File: config.mk
export PLATFORM = sky130hd
export DESIGN_NAME = kwcs_ctrl
export DESIGN_NICKNAME = d
export VERILOG_FILES = /design/src/hw/rtl/kwcs_pkg.sv /design/src/hw/rtl/kwcs_ctrl.sv
export SDC_FILE = /design/constraint.sdc
export NUM_CORES = 1
export LEC_CHECK = 0
export ABC_AREA = 1
export BUFFER_PORTS_ARGS = -buffer_cell sky130_fd_sc_hd__buf_2
export CORE_UTILIZATION = 35
export DETAILED_ROUTE_END_ITERATION = 8
export PLACE_DENSITY = 0.6
export SYNTH_ARGS = -nofsm -noshare
export SYNTH_HDL_FRONTEND = slang
export SYNTH_SLANG_ARGS = --single-unit
File: constraint.sdc
create_clock -name clk -period 2.02 [get_ports clk]
set_input_delay 0.404 -clock clk [delete_from_list [all_inputs] [get_ports clk]]
set_output_delay 0.404 -clock clk [all_outputs]
set_load 0.005 [all_outputs]
File: src/hw/rtl/kwcs_pkg.sv
`timescale 1ns / 1ps
`default_nettype none
// ----------------------------------------------------------------------------
// kwcs_pkg
// Types, constants and shared arithmetic helpers of the kinematic wave solver.
// ----------------------------------------------------------------------------
package kwcs_pkg;

  localparam int CELL_INDEX_BITS = 16;
  localparam int ROOT_STEPS      = 22;
  localparam int DIV_STEPS       = 64;
  localparam int NORM_MAX        = 16;

  localparam logic [63:0] VMAX        = 64'h3FFF_FFFF_FFFF_FFFF;
  localparam logic [63:0] FIVE_THIRDS = 64'd27962027;

  localparam logic [31:0] DT_SECS_RST    = 32'd3932160;
  localparam logic [7:0]  ITER_LIMIT_RST = 8'd100;
  localparam logic [31:0] STEP_TOL_RST   = 32'd1678;

  localparam logic [1:0] REG_DT_SECS    = 2'd0;
  localparam logic [1:0] REG_ITER_LIMIT = 2'd1;
  localparam logic [1:0] REG_STEP_TOL   = 2'd2;

  typedef struct packed {
    logic [CELL_INDEX_BITS-1:0] cell_index;
    logic [31:0]                flow_depth;
    logic [31:0]                upslope_discharge;
    logic [31:0]                manning_alpha;
    logic [31:0]                flow_length;
  } in_item_t;

  typedef struct packed {
    logic [CELL_INDEX_BITS-1:0] cell_tag;
    logic [31:0]                kept_depth;
    logic [31:0]                routed_depth;
    logic [7:0]                 iterations_used;
  } out_item_t;

  typedef enum logic [4:0] {
    S_IDLE,
    S_CHECK,
    S_PF_CBRT,
    S_PF_C2,
    S_PF_Q53,
    S_CDIS,
    S_A53,
    S_QINIT,
    S_LOOP,
    S_IT_CBRT,
    S_IT_C2,
    S_IT_Q53,
    S_IT_M1,
    S_IT_M2,
    S_IT_M3,
    S_IT_DIV,
    S_IT_UPD,
    S_POST,
    S_POST_MUL,
    S_POST_DIV
  } state_t;

  typedef enum logic [2:0] {
    MS_CC,
    MS_FC2,
    MS_AQ53,
    MS_AK,
    MS_QC2,
    MS_DTQ,
    MS_A53C2,
    MS_QDT
  } mul_sel_t;

  typedef enum logic {
    DS_STEP,
    DS_ROUTE
  } div_sel_t;

  typedef enum logic {
    CS_F,
    CS_Q
  } cbrt_sel_t;

  typedef enum logic [3:0] {
    DST_NONE,
    DST_C2,
    DST_Q53,
    DST_CDIS,
    DST_A53,
    DST_P,
    DST_PADD,
    DST_D,
    DST_QINIT,
    DST_QUPD,
    DST_RES_ZERO,
    DST_RES_KEEP,
    DST_RES_SPLIT
  } dst_t;

  typedef struct packed {
    logic      load_in;
    logic      mul_go;
    mul_sel_t  mul_sel;
    logic      div_go;
    div_sel_t  div_sel;
    logic      cbrt_go;
    cbrt_sel_t cbrt_sel;
    dst_t      wr;
  } cmd_t;

  typedef struct packed {
    logic mul_done;
    logic div_done;
    logic cbrt_done;
    logic f_zero;
    logic dx_zero;
    logic q_pos;
    logic it_below;
    logic d_zero;
    logic stop;
  } stat_t;

  function automatic logic [63:0] add_sat(input logic [63:0] a, input logic [63:0] b);
    logic [64:0] s;
    s = {1'b0, a} + {1'b0, b};
    return (s > {1'b0, VMAX}) ? VMAX : s[63:0];
  endfunction

  function automatic logic [63:0] mul24_sat(input logic [127:0] p);
    logic [63:0] r;
    r = p[87:24];
    if (p[127:88] != '0) return VMAX;
    return (r > VMAX) ? VMAX : r;
  endfunction

endpackage
`default_nettype wire

File: src/hw/rtl/kwcs_ctrl.sv
`timescale 1ns / 1ps
`default_nettype none
// ----------------------------------------------------------------------------
// kwcs_ctrl
// Solver sequencer: walks set-up, Newton iterations and routing, issuing one
// arithmetic operation at a time to the datapath.
// ----------------------------------------------------------------------------
module kwcs_ctrl (
  input  wire logic            clk,
  input  wire logic            rst_n,
  input  wire logic            start,
  input  wire kwcs_pkg::stat_t stat,
  output kwcs_pkg::cmd_t       cmd,
  output logic                 busy
);

  kwcs_pkg::state_t state_r, state_nxt;
  logic             issued_r, issued_nxt;

  always_comb begin
    state_nxt  = state_r;
    issued_nxt = 1'b0;
    unique case (state_r)
      kwcs_pkg::S_IDLE:     if (start) state_nxt = kwcs_pkg::S_CHECK;
      kwcs_pkg::S_CHECK:    state_nxt = (stat.f_zero || stat.dx_zero) ?
                                        kwcs_pkg::S_IDLE : kwcs_pkg::S_PF_CBRT;
      kwcs_pkg::S_PF_CBRT: begin
        issued_nxt = !stat.cbrt_done;
        if (stat.cbrt_done) state_nxt = kwcs_pkg::S_PF_C2;
      end
      kwcs_pkg::S_PF_C2: begin
        issued_nxt = !stat.mul_done;
        if (stat.mul_done) state_nxt = kwcs_pkg::S_PF_Q53;
      end
      kwcs_pkg::S_PF_Q53: begin
        issued_nxt = !stat.mul_done;
        if (stat.mul_done) state_nxt = kwcs_pkg::S_CDIS;
      end
      kwcs_pkg::S_CDIS: begin
        issued_nxt = !stat.mul_done;
        if (stat.mul_done) state_nxt = kwcs_pkg::S_A53;
      end
      kwcs_pkg::S_A53: begin
        issued_nxt = !stat.mul_done;
        if (stat.mul_done) state_nxt = kwcs_pkg::S_QINIT;
      end
      kwcs_pkg::S_QINIT:    state_nxt = kwcs_pkg::S_LOOP;
      kwcs_pkg::S_LOOP:     state_nxt = (stat.q_pos && stat.it_below) ?
                                        kwcs_pkg::S_IT_CBRT : kwcs_pkg::S_POST;
      kwcs_pkg::S_IT_CBRT: begin
        issued_nxt = !stat.cbrt_done;
        if (stat.cbrt_done) state_nxt = kwcs_pkg::S_IT_C2;
      end
      kwcs_pkg::S_IT_C2: begin
        issued_nxt = !stat.mul_done;
        if (stat.mul_done) state_nxt = kwcs_pkg::S_IT_Q53;
      end
      kwcs_pkg::S_IT_Q53: begin
        issued_nxt = !stat.mul_done;
        if (stat.mul_done) state_nxt = kwcs_pkg::S_IT_M1;
      end
      kwcs_pkg::S_IT_M1: begin
        issued_nxt = !stat.mul_done;
        if (stat.mul_done) state_nxt = kwcs_pkg::S_IT_M2;
      end
      kwcs_pkg::S_IT_M2: begin
        issued_nxt = !stat.mul_done;
        if (stat.mul_done) state_nxt = kwcs_pkg::S_IT_M3;
      end
      kwcs_pkg::S_IT_M3: begin
        issued_nxt = !stat.mul_done;
        if (stat.mul_done) state_nxt = kwcs_pkg::S_IT_DIV;
      end
      kwcs_pkg::S_IT_DIV: begin
        if (stat.d_zero) begin
          state_nxt = kwcs_pkg::S_IT_UPD;
        end else begin
          issued_nxt = !stat.div_done;
          if (stat.div_done) state_nxt = kwcs_pkg::S_IT_UPD;
        end
      end
      kwcs_pkg::S_IT_UPD:   state_nxt = stat.stop ? kwcs_pkg::S_POST : kwcs_pkg::S_LOOP;
      kwcs_pkg::S_POST:     state_nxt = stat.q_pos ? kwcs_pkg::S_POST_MUL : kwcs_pkg::S_IDLE;
      kwcs_pkg::S_POST_MUL: begin
        issued_nxt = !stat.mul_done;
        if (stat.mul_done) state_nxt = kwcs_pkg::S_POST_DIV;
      end
      kwcs_pkg::S_POST_DIV: begin
        issued_nxt = !stat.div_done;
        if (stat.div_done) state_nxt = kwcs_pkg::S_IDLE;
      end
      default:              state_nxt = kwcs_pkg::S_IDLE;
    endcase
  end

  always_comb begin
    cmd = '0;
    unique case (state_r)
      kwcs_pkg::S_IDLE:     cmd.load_in = start;
      kwcs_pkg::S_CHECK: begin
        if (stat.f_zero)       cmd.wr = kwcs_pkg::DST_RES_ZERO;
        else if (stat.dx_zero) cmd.wr = kwcs_pkg::DST_RES_KEEP;
      end
      kwcs_pkg::S_PF_CBRT: begin
        cmd.cbrt_go  = !issued_r;
        cmd.cbrt_sel = kwcs_pkg::CS_F;
      end
      kwcs_pkg::S_PF_C2: begin
        cmd.mul_go  = !issued_r;
        cmd.mul_sel = kwcs_pkg::MS_CC;
        if (stat.mul_done) cmd.wr = kwcs_pkg::DST_C2;
      end
      kwcs_pkg::S_PF_Q53: begin
        cmd.mul_go  = !issued_r;
        cmd.mul_sel = kwcs_pkg::MS_FC2;
        if (stat.mul_done) cmd.wr = kwcs_pkg::DST_Q53;
      end
      kwcs_pkg::S_CDIS: begin
        cmd.mul_go  = !issued_r;
        cmd.mul_sel = kwcs_pkg::MS_AQ53;
        if (stat.mul_done) cmd.wr = kwcs_pkg::DST_CDIS;
      end
      kwcs_pkg::S_A53: begin
        cmd.mul_go  = !issued_r;
        cmd.mul_sel = kwcs_pkg::MS_AK;
        if (stat.mul_done) cmd.wr = kwcs_pkg::DST_A53;
      end
      kwcs_pkg::S_QINIT:    cmd.wr = kwcs_pkg::DST_QINIT;
      kwcs_pkg::S_LOOP:     ;
      kwcs_pkg::S_IT_CBRT: begin
        cmd.cbrt_go  = !issued_r;
        cmd.cbrt_sel = kwcs_pkg::CS_Q;
      end
      kwcs_pkg::S_IT_C2: begin
        cmd.mul_go   = !issued_r;
        cmd.mul_sel  = kwcs_pkg::MS_CC;
        cmd.cbrt_sel = kwcs_pkg::CS_Q;
        if (stat.mul_done) cmd.wr = kwcs_pkg::DST_C2;
      end
      kwcs_pkg::S_IT_Q53: begin
        cmd.mul_go  = !issued_r;
        cmd.mul_sel = kwcs_pkg::MS_QC2;
        if (stat.mul_done) cmd.wr = kwcs_pkg::DST_Q53;
      end
      kwcs_pkg::S_IT_M1: begin
        cmd.mul_go  = !issued_r;
        cmd.mul_sel = kwcs_pkg::MS_DTQ;
        if (stat.mul_done) cmd.wr = kwcs_pkg::DST_P;
      end
      kwcs_pkg::S_IT_M2: begin
        cmd.mul_go  = !issued_r;
        cmd.mul_sel = kwcs_pkg::MS_AQ53;
        if (stat.mul_done) cmd.wr = kwcs_pkg::DST_PADD;
      end
      kwcs_pkg::S_IT_M3: begin
        cmd.mul_go  = !issued_r;
        cmd.mul_sel = kwcs_pkg::MS_A53C2;
        if (stat.mul_done) cmd.wr = kwcs_pkg::DST_D;
      end
      kwcs_pkg::S_IT_DIV: begin
        cmd.div_go  = !issued_r && !stat.d_zero;
        cmd.div_sel = kwcs_pkg::DS_STEP;
      end
      kwcs_pkg::S_IT_UPD:   cmd.wr = kwcs_pkg::DST_QUPD;
      kwcs_pkg::S_POST:     if (!stat.q_pos) cmd.wr = kwcs_pkg::DST_RES_KEEP;
      kwcs_pkg::S_POST_MUL: begin
        cmd.mul_go  = !issued_r;
        cmd.mul_sel = kwcs_pkg::MS_QDT;
      end
      kwcs_pkg::S_POST_DIV: begin
        cmd.div_go  = !issued_r;
        cmd.div_sel = kwcs_pkg::DS_ROUTE;
        if (stat.div_done) cmd.wr = kwcs_pkg::DST_RES_SPLIT;
      end
      default: ;
    endcase
  end

  always_ff @(posedge clk) begin
    if (!rst_n) begin
      state_r  <= kwcs_pkg::S_IDLE;
      issued_r <= 1'b0;
    end else begin
      state_r  <= state_nxt;
      issued_r <= issued_nxt;
    end
  end

  assign busy = (state_r != kwcs_pkg::S_IDLE);

  a_one_unit: assert property (@(posedge clk) disable iff (!rst_n)
    $onehot0({cmd.mul_go, cmd.div_go, cmd.cbrt_go}))
    else $error("more than one arithmetic unit started");

  a_accept: assert property (@(posedge clk) disable iff (!rst_n)
    (state_r == kwcs_pkg::S_IDLE && start) |=> (state_r == kwcs_pkg::S_CHECK))
    else $error("accepted item did not start");

  a_done_busy: assert property (@(posedge clk) disable iff (!rst_n)
    (stat.mul_done || stat.div_done || stat.cbrt_done) |-> busy)
    else $error("unit finished while idle");

  a_res_idle: assert property (@(posedge clk) disable iff (!rst_n)
    (cmd.wr == kwcs_pkg::DST_RES_ZERO || cmd.wr == kwcs_pkg::DST_RES_KEEP ||
     cmd.wr == kwcs_pkg::DST_RES_SPLIT) |=> (state_r == kwcs_pkg::S_IDLE))
    else $error("result written without returning to idle");

endmodule
`default_nettype wire

Word level (Yosys, flattened, before mapping) --
Cells that the tools add are included.
Storage, ports and cells: latch bits 0, memory bits (writable) 0, logic and storage cells 93, output and inout bits 14, register bits after elaboration 6, ROM bits 0, memories 0, input bits 12
Operators by class: equality and inequality tests 34, bitwise operators 0, div/mod/pow operators 0, $mul 0, mux-type cells 40, reductions and logical operators 17, add/sub/neg operators 0, $lt $le $gt $ge 0, shift operators 0
Operators with widths (count):
- 5-bit one-hot mux with 20 select lines | 1
- 5-bit two-way mux | 19
- 4-bit one-hot mux with 12 select lines | 1
- 5-bit by 4-bit equality test with 1-bit output, second input constant | 8
- 4-bit one-hot mux with 8 select lines | 1
- 2-bit != test, second input constant | 14
- 5-bit by 3-bit equality test with 1-bit output, second input constant | 4
- 5-bit equality test, second input constant | 4
- 4-bit two-way mux | 4
- 15-bit AND reduction | 1
- 3-bit two-way mux | 4
- 5-bit by 2-bit equality test with 1-bit output, second input constant | 2
- 10-bit OR reduction | 1
- 2-bit OR reduction | 5
- 2-bit two-way mux | 3
- 5-bit by 1-bit equality test with 1-bit output, second input constant | 1
- 1-bit logical NOT | 5
- 5-bit logical NOT | 1
- 1-bit two-way mux | 5
- 5-bit nonzero test | 1
- 1-bit one-hot mux with 4 select lines | 1
- 2-bit one-hot mux with 2 select lines | 1
- 3-bit != test, second input constant | 1
- 1-bit logical AND | 2
- 1-bit logical OR | 1

Longest topological paths before layout --
Gate-level depths: netlist of run 1.
depth after elaboration 3, depth in mapped cells 12, mapped depth without buffers 11

Worst setup path after synthesis of run 1 --
Ideal clock, no wire load.
path kind register -> output, start register state_r[0], end output port cmd[0] (netlist bit), stages on the path, launching flop included 8, data arrival time 1.169 ns, setup slack 0.447 ns, buffers on the path 1, path through dfxtp_1 > buf_2 > nor2_1 > nand2_1 > nor2_1 > inv_1 > a31o_2 > nand3_1
RTL lines:
- start: declaration | RTL line kwcs_ctrl.sv:17 | kwcs_pkg::state_t state_r, state_nxt;
- start signal: assignment | RTL line kwcs_ctrl.sv:181 | state_r <= kwcs_pkg::S_IDLE;
- start signal: assignment | RTL line kwcs_ctrl.sv:184 | state_r <= state_nxt;
- end: declaration | RTL line kwcs_ctrl.sv:13 | output kwcs_pkg::cmd_t cmd,

==> results of run 1 <==
-- cell type report --
| cell class | instances | area, um^2 |
|---|---|---|
| timing repair buffer | 33 | 185 |
| inverter | 25 | 93.8 |
| multi-input combinational | 152 | 764 |
| clock buffer | 3 | 22.5 |
| tap | 30 | 37.5 |
| sequential | 6 | 126 |
| fill | 289 | 1320 |
-- per-layer routing --
metal | global-route usage, % | vias to the layer above
li1 | - | 658
met1 | 30.8 | 518
met2 | 32.1 | 53
met3 | 3.61 | 2
met4 | 4.27 | 0
met5 | 0 | -
-- logic make-up after synthesis --
group | Yosys count | synth area share (%)
simple gates | 136 | 65.9
compound gates | 16 | 9.23
flops | 6 | 12.5
buf+inv | 29 | 12.4
-- report_power, final --
group	internal, mW	switching [mW]	total [mW]	leakage (nW)
combinational	0.464	0.765	1.23	0.659
clock	0.0670	0.0406	0.108	0.0138
sequential	0.177	0.0884	0.266	0.0512
-- state kept, by name (all words and copies together), names as in the netlist --
| register | flops |
|---|---|
| issued_r | 1 |
| state_r | 5 |
-- synth_stat cells --
cell type,n
a21oi_1,9
a31o_2,1
a31oi_1,1
buf_2,2
buf_4,2
dfxtp_1,6
inv_1,19
inv_2,6
nand2_1,51
nand2_2,5
nand2_4,1
nand3_1,17
nand3_2,1
nand3b_1,4
nand4_1,6
nor2_1,42
nor2_2,6
nor2_4,2
nor2_8,1
o2111ai_1,1
o21ai_0,4
-- critical path, delay by kind of cell (launching register included) --
kind | cells | cell delay [ns]
flops | 1 | 0.40
compound gates | 1 | 0.11
buf+inv | 2 | 0.32
simple gates | 3 | 0.42
-- per-stage QoR --
step	total power, mW	TNS (ns)
detailed placement	1.38	0
CTS	1.50	0
finish	1.60	0
floorplan	1.08	0
global route	1.79	-0.00526
global placement	1.39	0
-- timing repair --
item                                    4_1_cts  5_1_grt
gates resized for setup                       2       16
pin swaps                                     0        2
buffers inserted                              0        5
endpoints found under the setup margin        1        5
-- worst paths after layout --
kind / startpoint / to / slack [ns] / cells past startpoint
worst max-delay path: state_r[4]$_SDFFE_PN0P_ / cmd[2] / 0.12 / 6
worst min-delay path: rst_n / state_r[0]$_SDFFE_PN0P_ / 0.43 / 3
worst max register to register: state_r[0]$_SDFFE_PN0P_ / state_r[3]$_SDFFE_PN0P_ / 0.41 / 12
worst min register to register: state_r[3]$_SDFFE_PN0P_ / state_r[3]$_SDFFE_PN0P_ / 0.53 / 2
==> impl_results.md, run 1 <==
* Largest cells by area after synthesis: nand2_1, nor2_1, dfxtp_1
* Top layer in use: met4
* # placed instances at 241
* Metal3 WL at 251 um
* DR iter-0 viols at 41
* Place WS at 0.231 ns
* Met1 wire length at 1320 um
* Pre-antenna DRT Iters at 4
* Syn Std Cell Area at 962 um^2
* Die area at 2960 um^2
* First-pass GRT wire length at 4480 um
* Register area share after synthesis at 12.5%
* Startpoint class of the critical path: register
* Worst Setup Slack, final at 0.116 ns
* Yosys top cell by area: nand2_1
* Final setup viols at 0
* Clk_skew at 0.00301 ns
* Fmax at 525 MHz
* Largest net degree at the start of global routing at 13
* CTS Sinks at 6
* DRC at 0
* Worst Hold Margin at 0.430 ns
* Run status: complete, no violations
* Initial core utilization at 37.8%
* Minimum clock period at 1.90 ns
* GRT overflow at 0
* # nets final at 233
* Cell Pwr Density at 1300 nW/um^2
* Worst hold path type: input port to register
* Hpwl dp at 2250 um
* Vias in the first global route at 985
* CTS tree: built
* Gpl congestion at 1.00
* Critical path's largest stage delay at 0.40 ns
* Slowest-stage cell, CP: dfxtp_2
* Highest net fanout along the worst path at 5
* Layout Utilization at 48.3%
* Synth top area share at 19.9%
* Area post-placement at 1120 um^2
* H-tree levels at 1
* CTS root buf: clkbuf_4
* Max Cap Viol at 0
* Most frequent cells in the layout: nand2_1, nor2_1, buf_2
* Vias/cell at 4.94
* Drt wl/cell at 11.6 um
* Layout area overhead at 27.8%
* Hold Buf Count CTS at 0
* Post-route ant nets at 0
* Worst-path clk slew at 0.04 ns
* Most frequent standard cell in the layout excluding fill and tap cells: nand2_1
* Seq cells post-synth at 6
* Fin area at 1230 um^2
* # rows at 18
* Post-route clock period utilization at 94.2%
* IO Count at 26
* Total GRT Usage at 21.2%
* Initial antenna violation count at 0
* Diode count at 0
* Worst Path Arrival at 1.50 ns
* Mapped Cells at 187
* Synthesized net count at 199
* Critical path required time at 1.62 ns
* Mean area per synthesized cell at 5.15 um^2
* Layout cells sized above 1 at 34.2%
* Ys Warns at 0
* Cell breakdown of the critical path: buf_4 -> nand2_2 -> nor2_1 -> nand2_1 -> o2111ai_1 -> buf_2
* Clk Latency, worst-skew pair at 0.24 ns
* Clock buffer depth at 2
* Lkg Pwr at 0.724 nW
* Peak supply drop at 0.000769 V
* Final Instance Count excl. Fillers at 249
* Crit end category: primary output
* Die H at 54.4 um
* Max-slew violation count at 0
* Slew @ Worst Pin at 0.405 ns
* Core area at 2540 um^2
* Vias at 1231
* Max-slew headroom at 72.9%
* Worst Setup Path Type: register to primary output
* Port bufs at 25
* Yosys cell types at 21
* Total wire length at 2880 um
* Total CTS buffers at 3
* Met2 routed WL at 1270 um
* Fin. Hold Viols at 0
* Die Wd at 54.4 um
No activity file was read; power rests on OpenSTA's default activity.
==> run 2, diff against run 1 <==
- CORE_ASPECT_RATIO: unset -> 0.75
- SLEW_MARGIN: unset -> 20
==> run 2 against run 1 <==
Utilization decreased by 1.8 points. Sequential share of layout area up 1.0 points. Cell area decreased by 1.6%. Hold slack worse by 0.011 ns. Non-clock buffer count shrank 3. Largest power group unchanged. Wire length rose by 0.52%. Via count rose by 2.0%.
==> impl_results.md, run 2 (synthesized netlist as in run 1, its figures left out) <==
* Run status: complete, no violations (unchanged)
* Highest net fanout along the worst path at 8 (was 5)
* Clk pwr share at 7.1% (was 6.7%)
* Total CTS buffers at 3 (unchanged)
* Worst Setup Path Type: register to primary output (unchanged)
* Hold_sp: rst_n (unchanged)
* Fin. Hold Viols at 0 (unchanged)
* Logic pwr share at 73.5% (was 76.7%)
* DRC at 0 (unchanged)
* Minimum clock period at 1.95 ns (was 1.90 ns)
* Worst Setup Slack, final at 0.0679 ns (was 0.116 ns)
* Layout area overhead at 25.7% (was 27.8%)
* First-pass GRT wire length at 4550 um (was 4480 um)
* Clk Latency, worst-skew pair at 0.25 ns (was 0.24 ns)
* Most frequent cells in the layout: nand2_1, nor2_1, buf_2 (unchanged)
* Worst hold path type: input port to register (unchanged)
* Max reg flops at 5 (unchanged)
* Hpwl dp at 2300 um (was 2250 um)
* Max-slew headroom at 74.6% (was 72.9%)
* Vias/cell at 4.98 (was 4.94)
* Hold Path End: state_r[0]$_SDFFE_PN0P_ (unchanged)
* Initial antenna violation count at 0 (unchanged)
* Core area at 2600 um^2 (was 2540 um^2)
* Most frequent standard cell in the layout excluding fill and tap cells: nand2_1 (unchanged)
* Max-slew violation count at 0 (unchanged)
* Gpl congestion at 0.986 (was 1.00)
* Die H at 47.4 um (was 54.4 um)
* DR iter-0 viols at 98 (was 41)
* Diode count at 0 (unchanged)
* Slew @ Worst Pin at 0.381 ns (was 0.405 ns)
* Sw Share at 56.3% (was 55.8%)
* Psw at 0.901 mW (was 0.894 mW)
* Vias in the first global route at 990 (was 985)
* Total GRT Usage at 20.2% (was 21.2%)
* Worst Hold Depth at 3 (unchanged)
* Total wire length at 2890 um (was 2880 um)
* Hold Buf Count CTS at 0 (unchanged)
* Worst-path clk slew at 0.05 ns (was 0.04 ns)
* GRT overflow at 0 (unchanged)
* Layout cells sized above 1 at 31.0% (was 34.2%)
* Vias at 1256 (was 1231)
* IO Count at 26 (unchanged)
* # rows at 16 (was 18)
* Crit end category: primary output (unchanged)
* FF-to-FF End: state_r[4]$_SDFFE_PN0P_ (was state_r[3]$_SDFFE_PN0P_)
* Post-route clock period utilization at 96.6% (was 94.2%)
* Final setup viols at 0 (unchanged)
* Die area at 2960 um^2 (about the same)
* Area post-placement at 1120 um^2 (unchanged)
* Initial core utilization at 37.0% (was 37.8%)
* Peak supply drop at 0.000468 V (was 0.000769 V)
* Met2 routed WL at 1180 um (was 1270 um)
* Flop pwr share at 19.4% (was 16.6%)
* Most flop-heavy register: state_r (unchanged)
* Largest net degree at the start of global routing at 13 (unchanged)
* Met1 wire length at 1420 um (was 1320 um)
* # nets final at 230 (was 233)
* CTS Sinks at 6 (unchanged)
* Max Cap Viol at 0 (unchanged)
* CTS root buf: clkbuf_4 (unchanged)
* Port bufs at 25 (unchanged)
* Critical path required time at 1.62 ns (about the same)
* P_int at 0.698 mW (was 0.709 mW)
* H-tree levels at 1 (unchanged)
* Worst Path Arrival at 1.55 ns (was 1.50 ns)
* Cell Pwr Density at 1320 nW/um^2 (was 1300 nW/um^2)
* Pre-antenna DRT Iters at 5 (was 4)
* R2r startpoint: state_r[4]$_SDFFE_PN0P_ (was state_r[0]$_SDFFE_PN0P_)
* Metal3 WL at 297 um (was 251 um)
* Fmax at 512 MHz (was 525 MHz)
* Post-route ant nets at 0 (unchanged)
* Place WS at 0.170 ns (was 0.231 ns)
* Startpoint class of the critical path: register (unchanged)
* R2r worst-path depth at 11 (was 12)
* Fin area at 1210 um^2 (was 1230 um^2)
* Top layer in use: met3 (was met4)
* Lkg Pwr at 0.702 nW (was 0.724 nW)
* CTS tree: built (unchanged)
* Die Wd at 62.5 um (was 54.4 um)
* Unrepaired setup endpoints after global routing: yes
* Largest registers: state_r x5, issued_r x1 (unchanged)
* Clock buffer depth at 2 (unchanged)
* Clk_skew at 0.00402 ns (was 0.00301 ns)
* Drt wl/cell at 11.5 um (was 11.6 um)
* Reg2Reg Setup Slack at 0.45 ns (was 0.41 ns)
run 2: changes by cell type in the layout (fill, tap and decap cells not counted):
cell	before	now
nand3_1	16	17
dfxtp_2	5	1
nor2_1	34	38
nor2_2	12	8
dfxtp_4	0	4
nand3_2	2	1
buf_4	8	5
run 2: repair_timing:
| action | CTS | global route |
|---|---|---|
| pin swaps | 0 | 2 |
| setup buffers | 0 | 3 |
| gates cloned | 0 | 0 |
| setup endpoints to repair | 3 | 8 |
| resized for setup | 3 | 14 |
run 2: power groups by stage:
stage                     Clock (mW)  Sequential [mW]  Combinational (mW)
after floorplan                    0            0.194               0.882
after global placement             0            0.276                1.10
after CTS                      0.116            0.280                1.09
after global routing           0.129            0.318                1.32
after detailed placement           0            0.275                1.09
final                          0.113            0.310                1.18
run 2: final cells by class:
cell class	count	area, um^2
clock buffers	3	22.5
fillers	286	1390
inverters	25	93.8
multi-input cells	152	749
flip-flops and latches	6	136
well taps	36	45.0
repair buffers	30	163
run 2: how the worst max path moves through the flow:
stage	startpoint	end	slack, ns
final	state_r[0]$_SDFFE_PN0P_	cmd[0]	0.07
after global routing	state_r[0]$_SDFFE_PN0P_	cmd[0]	-0.06
after CTS	state_r[0]$_SDFFE_PN0P_	cmd[0]	-0.002
after detailed placement	state_r[4]$_SDFFE_PN0P_	cmd[11]	0.17
after global placement	state_r[4]$_SDFFE_PN0P_	cmd[11]	0.15
after floorplan	state_r[0]$_SDFFE_PN0P_	cmd[0]	0.45
run 2: layer usage:
layer,global-route usage (%),vias to the layer above
li1,-,656
met2,28.5,72
met3,5.83,0
met4,2.79,0
met5,0,-
met1,30.2,528
run 2: critical path, stage by stage (launching register included):
cell,delay (ns)
dfxtp_4,0.37
nor2_2,0.16
nand2_1,0.15
nor2_2,0.14
inv_1,0.08
a31o_2,0.23
nand3_1,0.06
buf_2,0.11
run 2: stage by stage:
stage	total power [mW]	TNS (ns)	hold slack [ns]	cells	utilization (%)
after floorplan	1.08	0	0.516	187	-
after global placement	1.38	0	0.553	246	43.1
after detailed placement	1.37	0	0.552	246	43.1
after CTS	1.49	-0.00171	0.421	249	44.1
after global routing	1.77	-0.118	0.408	252	46.5
final	1.60	0	0.419	252	46.5
